**src/nearest_point_search_assert.svh**
```systemverilog
// Assertion shorthands for the point search block, clocked on i_clk and
// disabled while i_rst_n is low.
`ifndef NEAREST_POINT_SEARCH_ASSERT_SVH
`define NEAREST_POINT_SEARCH_ASSERT_SVH

// Consequent must hold in the same cycle as the antecedent.
`define NPS_ASSERT_SAME(label, ante, cons, msg) \
    label: assert property (@(posedge i_clk) disable iff (!i_rst_n) \
        (ante) |-> (cons)) else $error(msg);

// Consequent must hold in the cycle after the antecedent.
`define NPS_ASSERT_NEXT(label, ante, cons, msg) \
    label: assert property (@(posedge i_clk) disable iff (!i_rst_n) \
        (ante) |=> (cons)) else $error(msg);

`endif

```
**src/nps_pkg.sv**
```systemverilog
`timescale 1ns / 1ps

package nps_pkg;

    localparam int MAX_POINTS = 64;
    localparam int IDX_W      = $clog2(MAX_POINTS);
    localparam int CNT_W      = $clog2(MAX_POINTS + 1);
    localparam int COORD_W    = 16;
    localparam int SQ_W       = 32;
    localparam int DIST_W     = 33;
    localparam int OUT_IDX_W  = 6;

    typedef enum logic [1:0] {
        OP_APPEND = 2'd0,
        OP_CLEAR  = 2'd1,
        OP_QUERY  = 2'd2
    } t_op;

    typedef struct packed {
        logic signed [COORD_W-1:0] x;
        logic signed [COORD_W-1:0] y;
    } t_point;

    // One point handed from the cell chain to the distance unit.
    typedef struct packed {
        logic             valid;
        logic             first;
        logic [IDX_W-1:0] index;
        t_point           pt;
    } t_scan_req;

    // Keep the low bits of a list position for the result field.
    function automatic logic [OUT_IDX_W-1:0] out_index(input logic [IDX_W-1:0] idx);
        logic [IDX_W+OUT_IDX_W-1:0] wide;
        wide = {{OUT_IDX_W{1'b0}}, idx};
        return wide[OUT_IDX_W-1:0];
    endfunction

endpackage

```
**src/nps_cell.sv**
```systemverilog
`timescale 1ns / 1ps

module nps_cell (
    input  logic            i_clk,
    input  logic            i_shift,
    input  logic            i_load,
    input  nps_pkg::t_point i_load_pt,
    input  nps_pkg::t_point i_next_pt,
    output nps_pkg::t_point o_pt
);
    import nps_pkg::*;

    t_point r_pt;
    t_point n_pt;

    always_comb begin
        n_pt = r_pt;
        if (i_shift) begin
            n_pt = i_next_pt;
        end else if (i_load) begin
            n_pt = i_load_pt;
        end
    end

    always_ff @(posedge i_clk) begin
        r_pt <= n_pt;
    end

    assign o_pt = r_pt;

endmodule

```
**src/nps_dist.sv**
```systemverilog
`timescale 1ns / 1ps

module nps_dist (
    input  logic                        i_clk,
    input  logic                        i_rst_n,
    input  nps_pkg::t_scan_req          i_req,
    input  nps_pkg::t_point             i_query,
    output logic [nps_pkg::IDX_W-1:0]   o_best_index,
    output logic [nps_pkg::DIST_W-1:0]  o_best_dist,
    output logic                        o_busy
);
    import nps_pkg::*;

    // Stage A: per-axis absolute difference.
    logic signed [COORD_W:0] w_dx;
    logic signed [COORD_W:0] w_dy;
    logic [COORD_W:0]        w_dx_mag;
    logic [COORD_W:0]        w_dy_mag;

    logic               r_a_valid;
    logic               r_a_first;
    logic [IDX_W-1:0]   r_a_index;
    logic [COORD_W-1:0] r_a_dx;
    logic [COORD_W-1:0] r_a_dy;

    // Stage B: per-axis squares.
    logic [SQ_W-1:0]    n_b_sqx;
    logic [SQ_W-1:0]    n_b_sqy;
    logic               r_b_valid;
    logic               r_b_first;
    logic [IDX_W-1:0]   r_b_index;
    logic [SQ_W-1:0]    r_b_sqx;
    logic [SQ_W-1:0]    r_b_sqy;

    // Stage C: sum and running minimum.
    logic [DIST_W-1:0]  w_sum;
    logic               w_take;
    logic [IDX_W-1:0]   r_best_index;
    logic [DIST_W-1:0]  r_best_dist;

    assign w_dx = {i_req.pt.x[COORD_W-1], i_req.pt.x} - {i_query.x[COORD_W-1], i_query.x};
    assign w_dy = {i_req.pt.y[COORD_W-1], i_req.pt.y} - {i_query.y[COORD_W-1], i_query.y};
    assign w_dx_mag = w_dx[COORD_W] ? (COORD_W+1)'(-w_dx) : (COORD_W+1)'(w_dx);
    assign w_dy_mag = w_dy[COORD_W] ? (COORD_W+1)'(-w_dy) : (COORD_W+1)'(w_dy);

    assign n_b_sqx = SQ_W'(r_a_dx) * SQ_W'(r_a_dx);
    assign n_b_sqy = SQ_W'(r_a_dy) * SQ_W'(r_a_dy);

    assign w_sum  = DIST_W'(r_b_sqx) + DIST_W'(r_b_sqy);
    // Strict less-than: the earliest point keeps a tie.
    assign w_take = r_b_valid && (r_b_first || (w_sum < r_best_dist));

    always_ff @(posedge i_clk) begin
        if (!i_rst_n) begin
            r_a_valid <= 1'b0;
            r_b_valid <= 1'b0;
        end else begin
            r_a_valid <= i_req.valid;
            r_b_valid <= r_a_valid;
        end
    end

    always_ff @(posedge i_clk) begin
        r_a_first <= i_req.first;
        r_a_index <= i_req.index;
        r_a_dx    <= w_dx_mag[COORD_W-1:0];
        r_a_dy    <= w_dy_mag[COORD_W-1:0];
        r_b_first <= r_a_first;
        r_b_index <= r_a_index;
        r_b_sqx   <= n_b_sqx;
        r_b_sqy   <= n_b_sqy;
        if (w_take) begin
            r_best_index <= r_b_index;
            r_best_dist  <= w_sum;
        end
    end

    assign o_best_index = r_best_index;
    assign o_best_dist  = r_best_dist;
    assign o_busy       = r_a_valid || r_b_valid;

endmodule

```
**src/nearest_point_search.sv**
```systemverilog
`timescale 1ns / 1ps
`include "nearest_point_search_assert.svh"

// Nearest-point search over a list of up to MAX_POINTS signed Q11.4 points,
// held one point per cell in a chain. Append and clear requests complete
// in the idle state. A query on a non-empty list rotates the whole chain
// once, feeding the head cell into a three-stage distance and minimum unit,
// then waits until that unit is empty and the output register is free, and
// registers the result. A query on an empty list goes straight to the drain
// state and returns none_found. The request port is ready only between
// operations; a finished result waits in the output register until it is taken.
module nearest_point_search (
    input  logic                               i_clk,
    input  logic                               i_rst_n,
    input  logic                               i_valid,
    output logic                               o_ready,
    input  logic [1:0]                         i_operation,
    input  logic signed [nps_pkg::COORD_W-1:0] i_coord_x,
    input  logic signed [nps_pkg::COORD_W-1:0] i_coord_y,
    output logic                               o_valid,
    input  logic                               i_ready,
    output logic [nps_pkg::OUT_IDX_W-1:0]      o_nearest_index,
    output logic [nps_pkg::DIST_W-1:0]         o_nearest_distance_sq,
    output logic                               o_none_found
);
    import nps_pkg::*;

    typedef enum logic [2:0] {
        S_IDLE  = 3'b001,
        S_SCAN  = 3'b010,
        S_DRAIN = 3'b100
    } t_state;

    localparam logic [IDX_W-1:0] LAST_STEP = IDX_W'(MAX_POINTS - 1);

    t_state               r_state, n_state;
    logic [CNT_W-1:0]     r_count, n_count;
    logic [IDX_W-1:0]     r_step, n_step;
    logic                 r_empty, n_empty;
    t_point               r_query, n_query;
    logic                 r_out_valid, n_out_valid;
    logic [OUT_IDX_W-1:0] r_out_index, n_out_index;
    logic [DIST_W-1:0]    r_out_dist, n_out_dist;
    logic                 r_out_none, n_out_none;

    logic                 w_accept;
    logic                 w_append;
    logic                 w_shift;
    t_point               w_new_pt;
    t_point               w_cell_pt [MAX_POINTS];
    t_scan_req            w_req;
    logic [IDX_W-1:0]     w_best_index;
    logic [DIST_W-1:0]    w_best_dist;
    logic                 w_dist_busy;

    assign o_ready  = (r_state == S_IDLE);
    assign w_accept = i_valid && o_ready;
    assign w_shift  = (r_state == S_SCAN);
    assign w_new_pt = '{x: i_coord_x, y: i_coord_y};

    // Rotate toward the head; after one full rotation the list is back in order.
    for (genvar i = 0; i < MAX_POINTS; i++) begin : g_cell
        localparam int NEXT = (i + 1) % MAX_POINTS;
        nps_cell u_cell (
            .i_clk     (i_clk),
            .i_shift   (w_shift),
            .i_load    (w_append && (r_count == CNT_W'(i))),
            .i_load_pt (w_new_pt),
            .i_next_pt (w_cell_pt[NEXT]),
            .o_pt      (w_cell_pt[i])
        );
    end

    always_comb begin
        w_req.valid = w_shift && (CNT_W'(r_step) < r_count);
        w_req.first = (r_step == '0);
        w_req.index = r_step;
        w_req.pt    = w_cell_pt[0];
    end

    nps_dist u_dist (
        .i_clk        (i_clk),
        .i_rst_n      (i_rst_n),
        .i_req        (w_req),
        .i_query      (r_query),
        .o_best_index (w_best_index),
        .o_best_dist  (w_best_dist),
        .o_busy       (w_dist_busy)
    );

    always_comb begin
        n_state     = r_state;
        n_count     = r_count;
        n_step      = r_step;
        n_empty     = r_empty;
        n_query     = r_query;
        n_out_valid = r_out_valid && !i_ready;
        n_out_index = r_out_index;
        n_out_dist  = r_out_dist;
        n_out_none  = r_out_none;
        w_append    = 1'b0;
        case (r_state)
            S_IDLE: begin
                if (w_accept) begin
                    case (i_operation)
                        OP_APPEND: begin
                            if (r_count < CNT_W'(MAX_POINTS)) begin
                                w_append = 1'b1;
                                n_count  = r_count + 1'b1;
                            end
                        end
                        OP_CLEAR: begin
                            n_count = '0;
                        end
                        OP_QUERY: begin
                            n_query = w_new_pt;
                            n_step  = '0;
                            n_empty = (r_count == '0);
                            n_state = (r_count == '0) ? S_DRAIN : S_SCAN;
                        end
                        default: ;
                    endcase
                end
            end
            S_SCAN: begin
                n_step = r_step + 1'b1;
                if (r_step == LAST_STEP) begin
                    n_state = S_DRAIN;
                end
            end
            S_DRAIN: begin
                // Hold until the unit is empty and the output register is free.
                if (!w_dist_busy && (!r_out_valid || i_ready)) begin
                    n_out_valid = 1'b1;
                    n_out_none  = r_empty;
                    n_out_index = r_empty ? '0 : out_index(w_best_index);
                    n_out_dist  = r_empty ? '0 : w_best_dist;
                    n_state     = S_IDLE;
                end
            end
            default: begin
                n_state = S_IDLE;
            end
        endcase
    end

    always_ff @(posedge i_clk) begin
        if (!i_rst_n) begin
            r_state     <= S_IDLE;
            r_count     <= '0;
            r_out_valid <= 1'b0;
        end else begin
            r_state     <= n_state;
            r_count     <= n_count;
            r_out_valid <= n_out_valid;
        end
    end

    always_ff @(posedge i_clk) begin
        r_step      <= n_step;
        r_empty     <= n_empty;
        r_query     <= n_query;
        r_out_index <= n_out_index;
        r_out_dist  <= n_out_dist;
        r_out_none  <= n_out_none;
    end

    assign o_valid               = r_out_valid;
    assign o_nearest_index       = r_out_index;
    assign o_nearest_distance_sq = r_out_dist;
    assign o_none_found          = r_out_none;

    `NPS_ASSERT_SAME(a_count_bound, 1'b1, r_count <= CNT_W'(MAX_POINTS), "point count over limit")
    `NPS_ASSERT_NEXT(a_scan_ends, (r_state == S_SCAN) && (r_step == LAST_STEP), r_state == S_DRAIN, "scan did not end after full rotation")
    `NPS_ASSERT_NEXT(a_empty_query, w_accept && (i_operation == OP_QUERY) && (r_count == '0), (r_state == S_DRAIN) && r_empty, "empty query not sent to drain")
    `NPS_ASSERT_SAME(a_none_zero, o_valid && o_none_found, (o_nearest_index == '0) && (o_nearest_distance_sq == '0), "none_found result not zero")

endmodule

```
**config.mk**
```make
export PLATFORM = sky130hd
export DESIGN_NAME = nearest_point_search
export DESIGN_NICKNAME = d
export VERILOG_FILES = /design/src/nps_pkg.sv /design/src/nps_cell.sv /design/src/nps_dist.sv /design/src/nearest_point_search.sv
export VERILOG_INCLUDE_DIRS = /design/src /design/src/src
export SDC_FILE = /design/constraint.sdc
export NUM_CORES = 2
export LEC_CHECK = 0
export BUFFER_PORTS_ARGS = -buffer_cell sky130_fd_sc_hd__buf_4
export CAP_MARGIN = 10
export CORE_MARGIN = 2
export CORE_UTILIZATION = 40
export CTS_BUF_LIST = sky130_fd_sc_hd__clkbuf_8 sky130_fd_sc_hd__clkbuf_16
export DETAILED_ROUTE_END_ITERATION = 12
export SLEW_MARGIN = 20
export SYNTH_ARGS = -nofsm -noshare
export SYNTH_HDL_FRONTEND = slang
export SYNTH_SLANG_ARGS = --single-unit
```
**constraint.sdc**
```tcl
create_clock -name i_clk -period 14.5 [get_ports i_clk]
set_clock_uncertainty 0.2 [all_clocks]
set_input_delay 1.45 -clock i_clk [delete_from_list [all_inputs] [get_ports i_clk]]
set_output_delay 1.45 -clock i_clk [all_outputs]
set_load 0.02 [all_outputs]
```
Word level (Yosys, flattened, before mapping)
Cells that the tools add are included.

Output and inout bits: 42. Bits in latches: 0. ROM bits: 0. Bits in registers: 2289. Input bits: 38. Bits in writable memories: 0. Memories: 0.

$mul: 2. Bitwise operators: 0. Reductions and logical operators: 149. Add/sub/neg operators: 7. Shift operators: 0. Muxes and demuxes: 147. Divide/modulo/power cells: 0. $lt $le $gt $ge: 3. Eq/ne operators: 74.

Operator list (number): two-way mux 32 bit (128); equality test 7 x 6 -> 1 bit, second input constant (32); nonzero test 2 bit (66); equality test 7 x 5 -> 1 bit, second input constant (16); logical AND 1 bit (69); multiplier 16 x 16 -> 32 bit (2); equality test 7 x 4 -> 1 bit, second input constant (8); subtractor 16 x 16 -> 17 bit (2); adder 32 x 32 -> 33 bit (1); < comparator 33 bit (1); two-way mux 16 bit (2); negation 16 bit (2); equality test 7 x 3 -> 1 bit, second input constant (4); two-way mux 3 bit (5); equality test 7 x 2 -> 1 bit, second input constant (2); one-hot mux 7 bit (2 select lines) (1); two-way mux 6 bit (2); one-hot mux 6 bit (2 select lines) (1); one-hot mux 3 bit (3 select lines) (1); AND reduction 4 bit (2); adder 7 x 1 -> 7 bit, second input constant (1); equality test 7 x 1 -> 1 bit, second input constant (1); logical NOT 7 bit (1); < comparator 6 x 7 -> 1 bit (1); other kinds (18) (31).

Logic depth before layout (Yosys ltp)
Depth after elaboration: 8. Depth in mapped cells: 26. Gate-level depth less buffers: 25.

Hierarchy
From an unflattened synthesis, not the netlist that was laid out.

Cell total of the unflattened synthesis: 7142. Area total of the unflattened synthesis: 122503.7 µm².

By module, submodules not included: nps_cell (cells each 69, area an instance 1507.7 µm², times used 64); nps_dist (cells each 2392, area an instance 22019.9 µm², times used 1); nearest_point_search (cells each 334, area an instance 3991.3 µm², times used 1).

Least setup slack after synthesis
Ideal clock, no wire load.

Path type: flip-flop to flip-flop. From: reg u_dist.r_a_dx[1]. To: reg u_dist.r_b_sqx[28]. Arrival: 6.120 ns. Setup slack: 8.108 ns. Required time: 14.228 ns. Stages on the path, launching flop included: 27. Setup time: 0.072 ns. Path through: dfxtp_1 clkbuf_1 clkbuf_1 and2_1 fa_1 inv_1 fa_1 inv_1 fa_1 inv_1 fa_1 inv_1 fa_1 inv_1 fa_1 inv_1 ha_1 a21o_1 a21oi_1 nor2b_1 a311oi_2 o2111ai_1 a311oi_2 o21ai_1 a21o_1 a21oi_1 xnor2_1.

Cells in the longest elaborated chain, start to end: 1.

Ends and longest elaborated chain: start, declared (line nps_dist.sv:23) `logic [COORD_W-1:0] r_a_dx;`; start signal, assigned (line nps_dist.sv:66) `r_a_dx <= w_dx_mag[COORD_W-1:0];`; multiplier 16 x 16 -> 32 bit (line nps_dist.sv:46) `assign n_b_sqx = SQ_W'(r_a_dx) * SQ_W'(r_a_dx);`; net u_dist.n_b_sqx[28] (line nps_dist.sv:27) `logic [SQ_W-1:0] n_b_sqx;`; end signal, assigned (line nps_dist.sv:70) `r_b_sqx <= n_b_sqx;`; end, declared (line nps_dist.sv:32) `logic [SQ_W-1:0] r_b_sqx;`.

The timed path passes the listed nets, and every way through them passes these cells. A chain may end at the register's enable or synchronous reset.

Worst setup path after layout
From: reg u_dist.r_a_dy[2]. To: reg u_dist.r_b_sqy[30].

Cells in the longest elaborated chain, start to end: 1.

Ends and longest elaborated chain: start, declared (line nps_dist.sv:24) `logic [COORD_W-1:0] r_a_dy;`; start signal, assigned (line nps_dist.sv:67) `r_a_dy <= w_dy_mag[COORD_W-1:0];`; multiplier 16 x 16 -> 32 bit (line nps_dist.sv:47) `assign n_b_sqy = SQ_W'(r_a_dy) * SQ_W'(r_a_dy);`; net u_dist.n_b_sqy[30] (line nps_dist.sv:28) `logic [SQ_W-1:0] n_b_sqy;`; end signal, assigned (line nps_dist.sv:71) `r_b_sqy <= n_b_sqy;`; end, declared (line nps_dist.sv:33) `logic [SQ_W-1:0] r_b_sqy;`.

The timed path passes the listed nets, and every way through them passes these cells.

==> flow_metrics.py <==
metrics = {
    "logic_synthesis": {
        "yosys-mux-area-fraction": 0.000766,
        "synth-edff-count": 2166,
        "synthDistinctLibCells": 77,
        "ys_async_sr_fraction": 0,
        "synth_fa_ha_area_frac": 0.0993,
        "ys.flop_type": "edfxtp_1",
        "synth-seq-cells": 2287,
        "yosys_warnings": 0,
        "synthSimpleGateAreaFrac": 0.0297,
        "syn-num-nets": 7945,
        "synth_xor_area_frac": 0.0133,
        "netlist_area_sq_um": 105000,
        "syn_inst": 7273,
        "syn_avg_cell_area_sq_um": 14.4,
        "synth_top_family_by_area": "compound AO/OA/AOI/OAI gates",
        "synth_compound_area_frac": 0.171,
        "seq_area_frac_synth": 0.645,
    },
    "drt": {
        "wirelength_um": 248000,
        "wire_per_inst_um": 23.0,
        "drc": 0,
        "detailedRoute.firstPassIterationCount": 6,
        "drtAntennaViolNets": 0,
        "avgViaCountPerCell": 5.45,
        "vias": 58700,
        "drtIter0Drc": 5634,
    },
    "timing": {
        "setup_slack_ns": 7.35,
        "period_needed_ns": 7.15,
        "finalSetupViolations": 0,
        "slew_headroom": 0.168,
        "rsz0062_at_grt": "no",
        "max_freq_ghz": 0.140,
        "worst_slew_pin_slew_ns": 1.25,
        "post-route-period-util": 0.493,
        "final_hold_viol_count": 0,
        "slew_viol_final": 0,
        "setup_tns_ns": 0,
    },
    "layout": {
        "stdcell_count": 10800,
        "utilization": 0.448,
        "syn2layout_area_growth_pct": 11.4,
        "final_nets": 7845,
        "drive_gt1_frac": 0.0897,
    },
    "floorplan": {
        "io_pins": 80,
        "rows": 187,
        "die_y_um": 515,
        "dieArea_sq_um": 265000,
        "core_sq_um": 260000,
        "start_util": 0.403,
        "die_w_um": 515,
    },
    "global_route": {
        "grt_max_degree": 245,
        "grt_overflow": 0,
        "grt_usage": 0.186,
        "grt_pass1_wl_um": 379000,
        "antenna_found_initial": 13,
        "grt_pass1_vias": 60900,
    },
    "clock_network": {
        "ctsHtreeMaxLevel": 4,
        "cts-root-buf": "clkbuf_16",
        "clock_sinks": 2287,
        "cts_hold_buf": 0,
        "cts_max_path_buffers": 3,
        "clk_latency_ns": 0.89,
        "post_cts_resized": 0,
        "path_clk_slew_ns": 0.06,
        "cts_tree": "built",
        "post-cts-setup-buffer-count": 0,
        "numCtsBuffers": 225,
    },
    "setup_path": {
        "worstPathMaxFanout": 17,
        "required_ns": 15.06,
        "cp.arrival_ns": 7.71,
        "crit_path_end_kind": "flop",
        "critPathLaunchType": "flop",
        "crit_type": "flop to flop",
    },
    "outcome": {
        "status": "complete, no violations",
    },
    "place": {
        "place_ws_ns": 7.34,
        "gp_congestion": 0.835,
        "port_buffers": 79,
        "dp.cells": 10300,
        "dp_hpwl_um": 152000,
    },
    "worst_hold_path": {
        "hp-class": "flop to flop",
    },
    "job": {
        "cap_violations": 0,
    },
}
[worst max-delay path: stages, from the launching register on]
cell      delay, ns
dfxtp_1        0.90
inv_1          0.20
nor2_1         0.19
ha_1           0.27
xor2_1         0.20
fa_1           0.54
inv_1          0.05
fa_1           0.47
fa_1           0.47
fa_1           0.52
inv_1          0.05
fa_1           0.47
inv_1          0.04
ha_1           0.21
a211oi_1       0.26
nand2_1        0.11
nor4_1         0.32
a211oi_1       0.21
o41ai_1        0.57
o21ai_0        0.27
a221oi_1       0.37
xnor2_1        0.15
[state kept, by name (all words and copies together), names as in the netlist, 3 cells and up]
| signal | flops |
|---|---|
| r_step | 6 |
| u_dist.o_best_index | 6 |
| u_dist.r_b_index | 6 |
| r_count | 7 |
| g_cell.u_cell.o_pt | 2048 |
| o_nearest_index | 6 |
| u_dist.r_a_dx | 16 |
| u_dist.r_a_index | 6 |
| r_state | 3 |
| u_dist.r_b_sqx | 31 |
| u_dist.r_b_sqy | 31 |
| u_dist.o_best_dist | 33 |
| u_dist.r_a_dy | 16 |
| r_query | 32 |
| o_nearest_distance_sq | 33 |
[layout make-up]
class,instances,area (sq um)
Clock buffer,232,5750
Tap cell,3402,4260
Fill cell,22900,143000
Clock inverter,191,1650
Inverter,592,2220
Timing Repair Buffer,197,1750
Antenna cell,5,12.5
Sequential cell,2287,67500
Multi-Input combinational cell,3870,33400
[stage by stage]
| stage | cell area [sq um] | hold slack (ns) |
|---|---|---|
| detailed placement | 109000 | 0.112 |
| floorplan | 105000 | 0.110 |
| CTS | 116000 | 0.127 |
| finish | 116000 | 0.126 |
| global placement | 109000 | 0.111 |
| global route | 116000 | 0.139 |
[worst paths after layout]
path,startpoint,endpoint,cells after the start,slack (ns)
worst min-delay path,u_dist.r_a_index[1]$_DFF_P_,u_dist.r_b_index[1]$_DFF_P_,0,0.13
worst max-delay path,u_dist.r_a_dy[2]$_DFF_P_,u_dist.r_b_sqy[30]$_DFF_P_,21,7.35
worst max register to register,u_dist.r_a_dy[2]$_DFF_P_,u_dist.r_b_sqy[30]$_DFF_P_,21,7.35
worst min register to register,u_dist.r_a_index[1]$_DFF_P_,u_dist.r_b_index[1]$_DFF_P_,0,0.13
[metal layers]
metal / global-route usage / part of all wire / wire [um]
met5: 0 / 0.00012 / 30
met3: 0.0272 / 0.053 / 13200
met2: 0.298 / 0.47 / 116000
met1: 0.265 / 0.45 / 112000
met4: 0.0515 / 0.025 / 6310
[synth_stat cells (7+ instances only)]
| cell | n | area, sq um |
|---|---|---|
| clkbuf_1 | 504 | 1890 |
| a31o_2 | 10 | 87.6 |
| buf_1 | 18 | 67.6 |
| xnor2_1 | 99 | 867 |
| a21o_1 | 2104 | 15800 |
| a31oi_1 | 10 | 62.6 |
| a21oi_1 | 99 | 495 |
| xor2_1 | 58 | 508 |
| nand2_1 | 198 | 743 |
| fa_1 | 326 | 6530 |
| dfxtp_1 | 121 | 2420 |
| and2_1 | 130 | 813 |
| inv_1 | 592 | 2220 |
| o31ai_1 | 10 | 75.1 |
| nor3_1 | 14 | 70.1 |
| nor2b_1 | 35 | 219 |
| a211oi_1 | 17 | 128 |
| nand3_1 | 37 | 185 |
| or2_2 | 9 | 56.3 |
| o21ai_0 | 100 | 500 |
| nand2b_1 | 19 | 119 |
| nor4_1 | 7 | 43.8 |
| or3_1 | 7 | 43.8 |
| edfxtp_1 | 2166 | 65000 |
| o21bai_1 | 15 | 113 |
| nor2_1 | 131 | 492 |
| o21a_1 | 25 | 188 |
| and3_1 | 10 | 62.6 |
| nand4_1 | 10 | 62.6 |
| ha_1 | 308 | 3850 |
[layout by cell type, fill, tap and decap left out, types with 19 or more instances in the layout]
cell       netlist  routed
a21o_1        2104    2104
a21oi_1         99      97
and2_1         130      97
and2_4           1      34
buf_4            0     179
bufinv_16        0      19
clkbuf_16        0     227
clkinv_1         0      47
clkinv_2         0      43
dfxtp_1        121     121
edfxtp_1      2166    2166
fa_1           326     326
ha_1           308     308
inv_1          592     642
nand2_1        198     197
nand2b_1        19      19
nand3_1         37      37
nor2_1         131     130
nor2b_1         35      35
o21a_1          25      25
o21ai_0        100      37
o21ai_2          0      44
o21ai_4          0      19
xnor2_1         99      99
xor2_1          58      58
[cell families (layout without fill, tap and decap cells)]
family,Yosys count,in the layout
multiplexers,7,7
other,0,5
adder cells (fa/ha/maj),634,634
buffers and inverters,1116,1212
XOR/XNOR,158,158
AND/OR/NAND/NOR,629,629
AO/OA/AOI/OAI,2442,2442
flip-flops,2287,2287
Power is not shown: default switching activity piles up to over one toggle a cycle in this logic, so the estimate is an artifact.
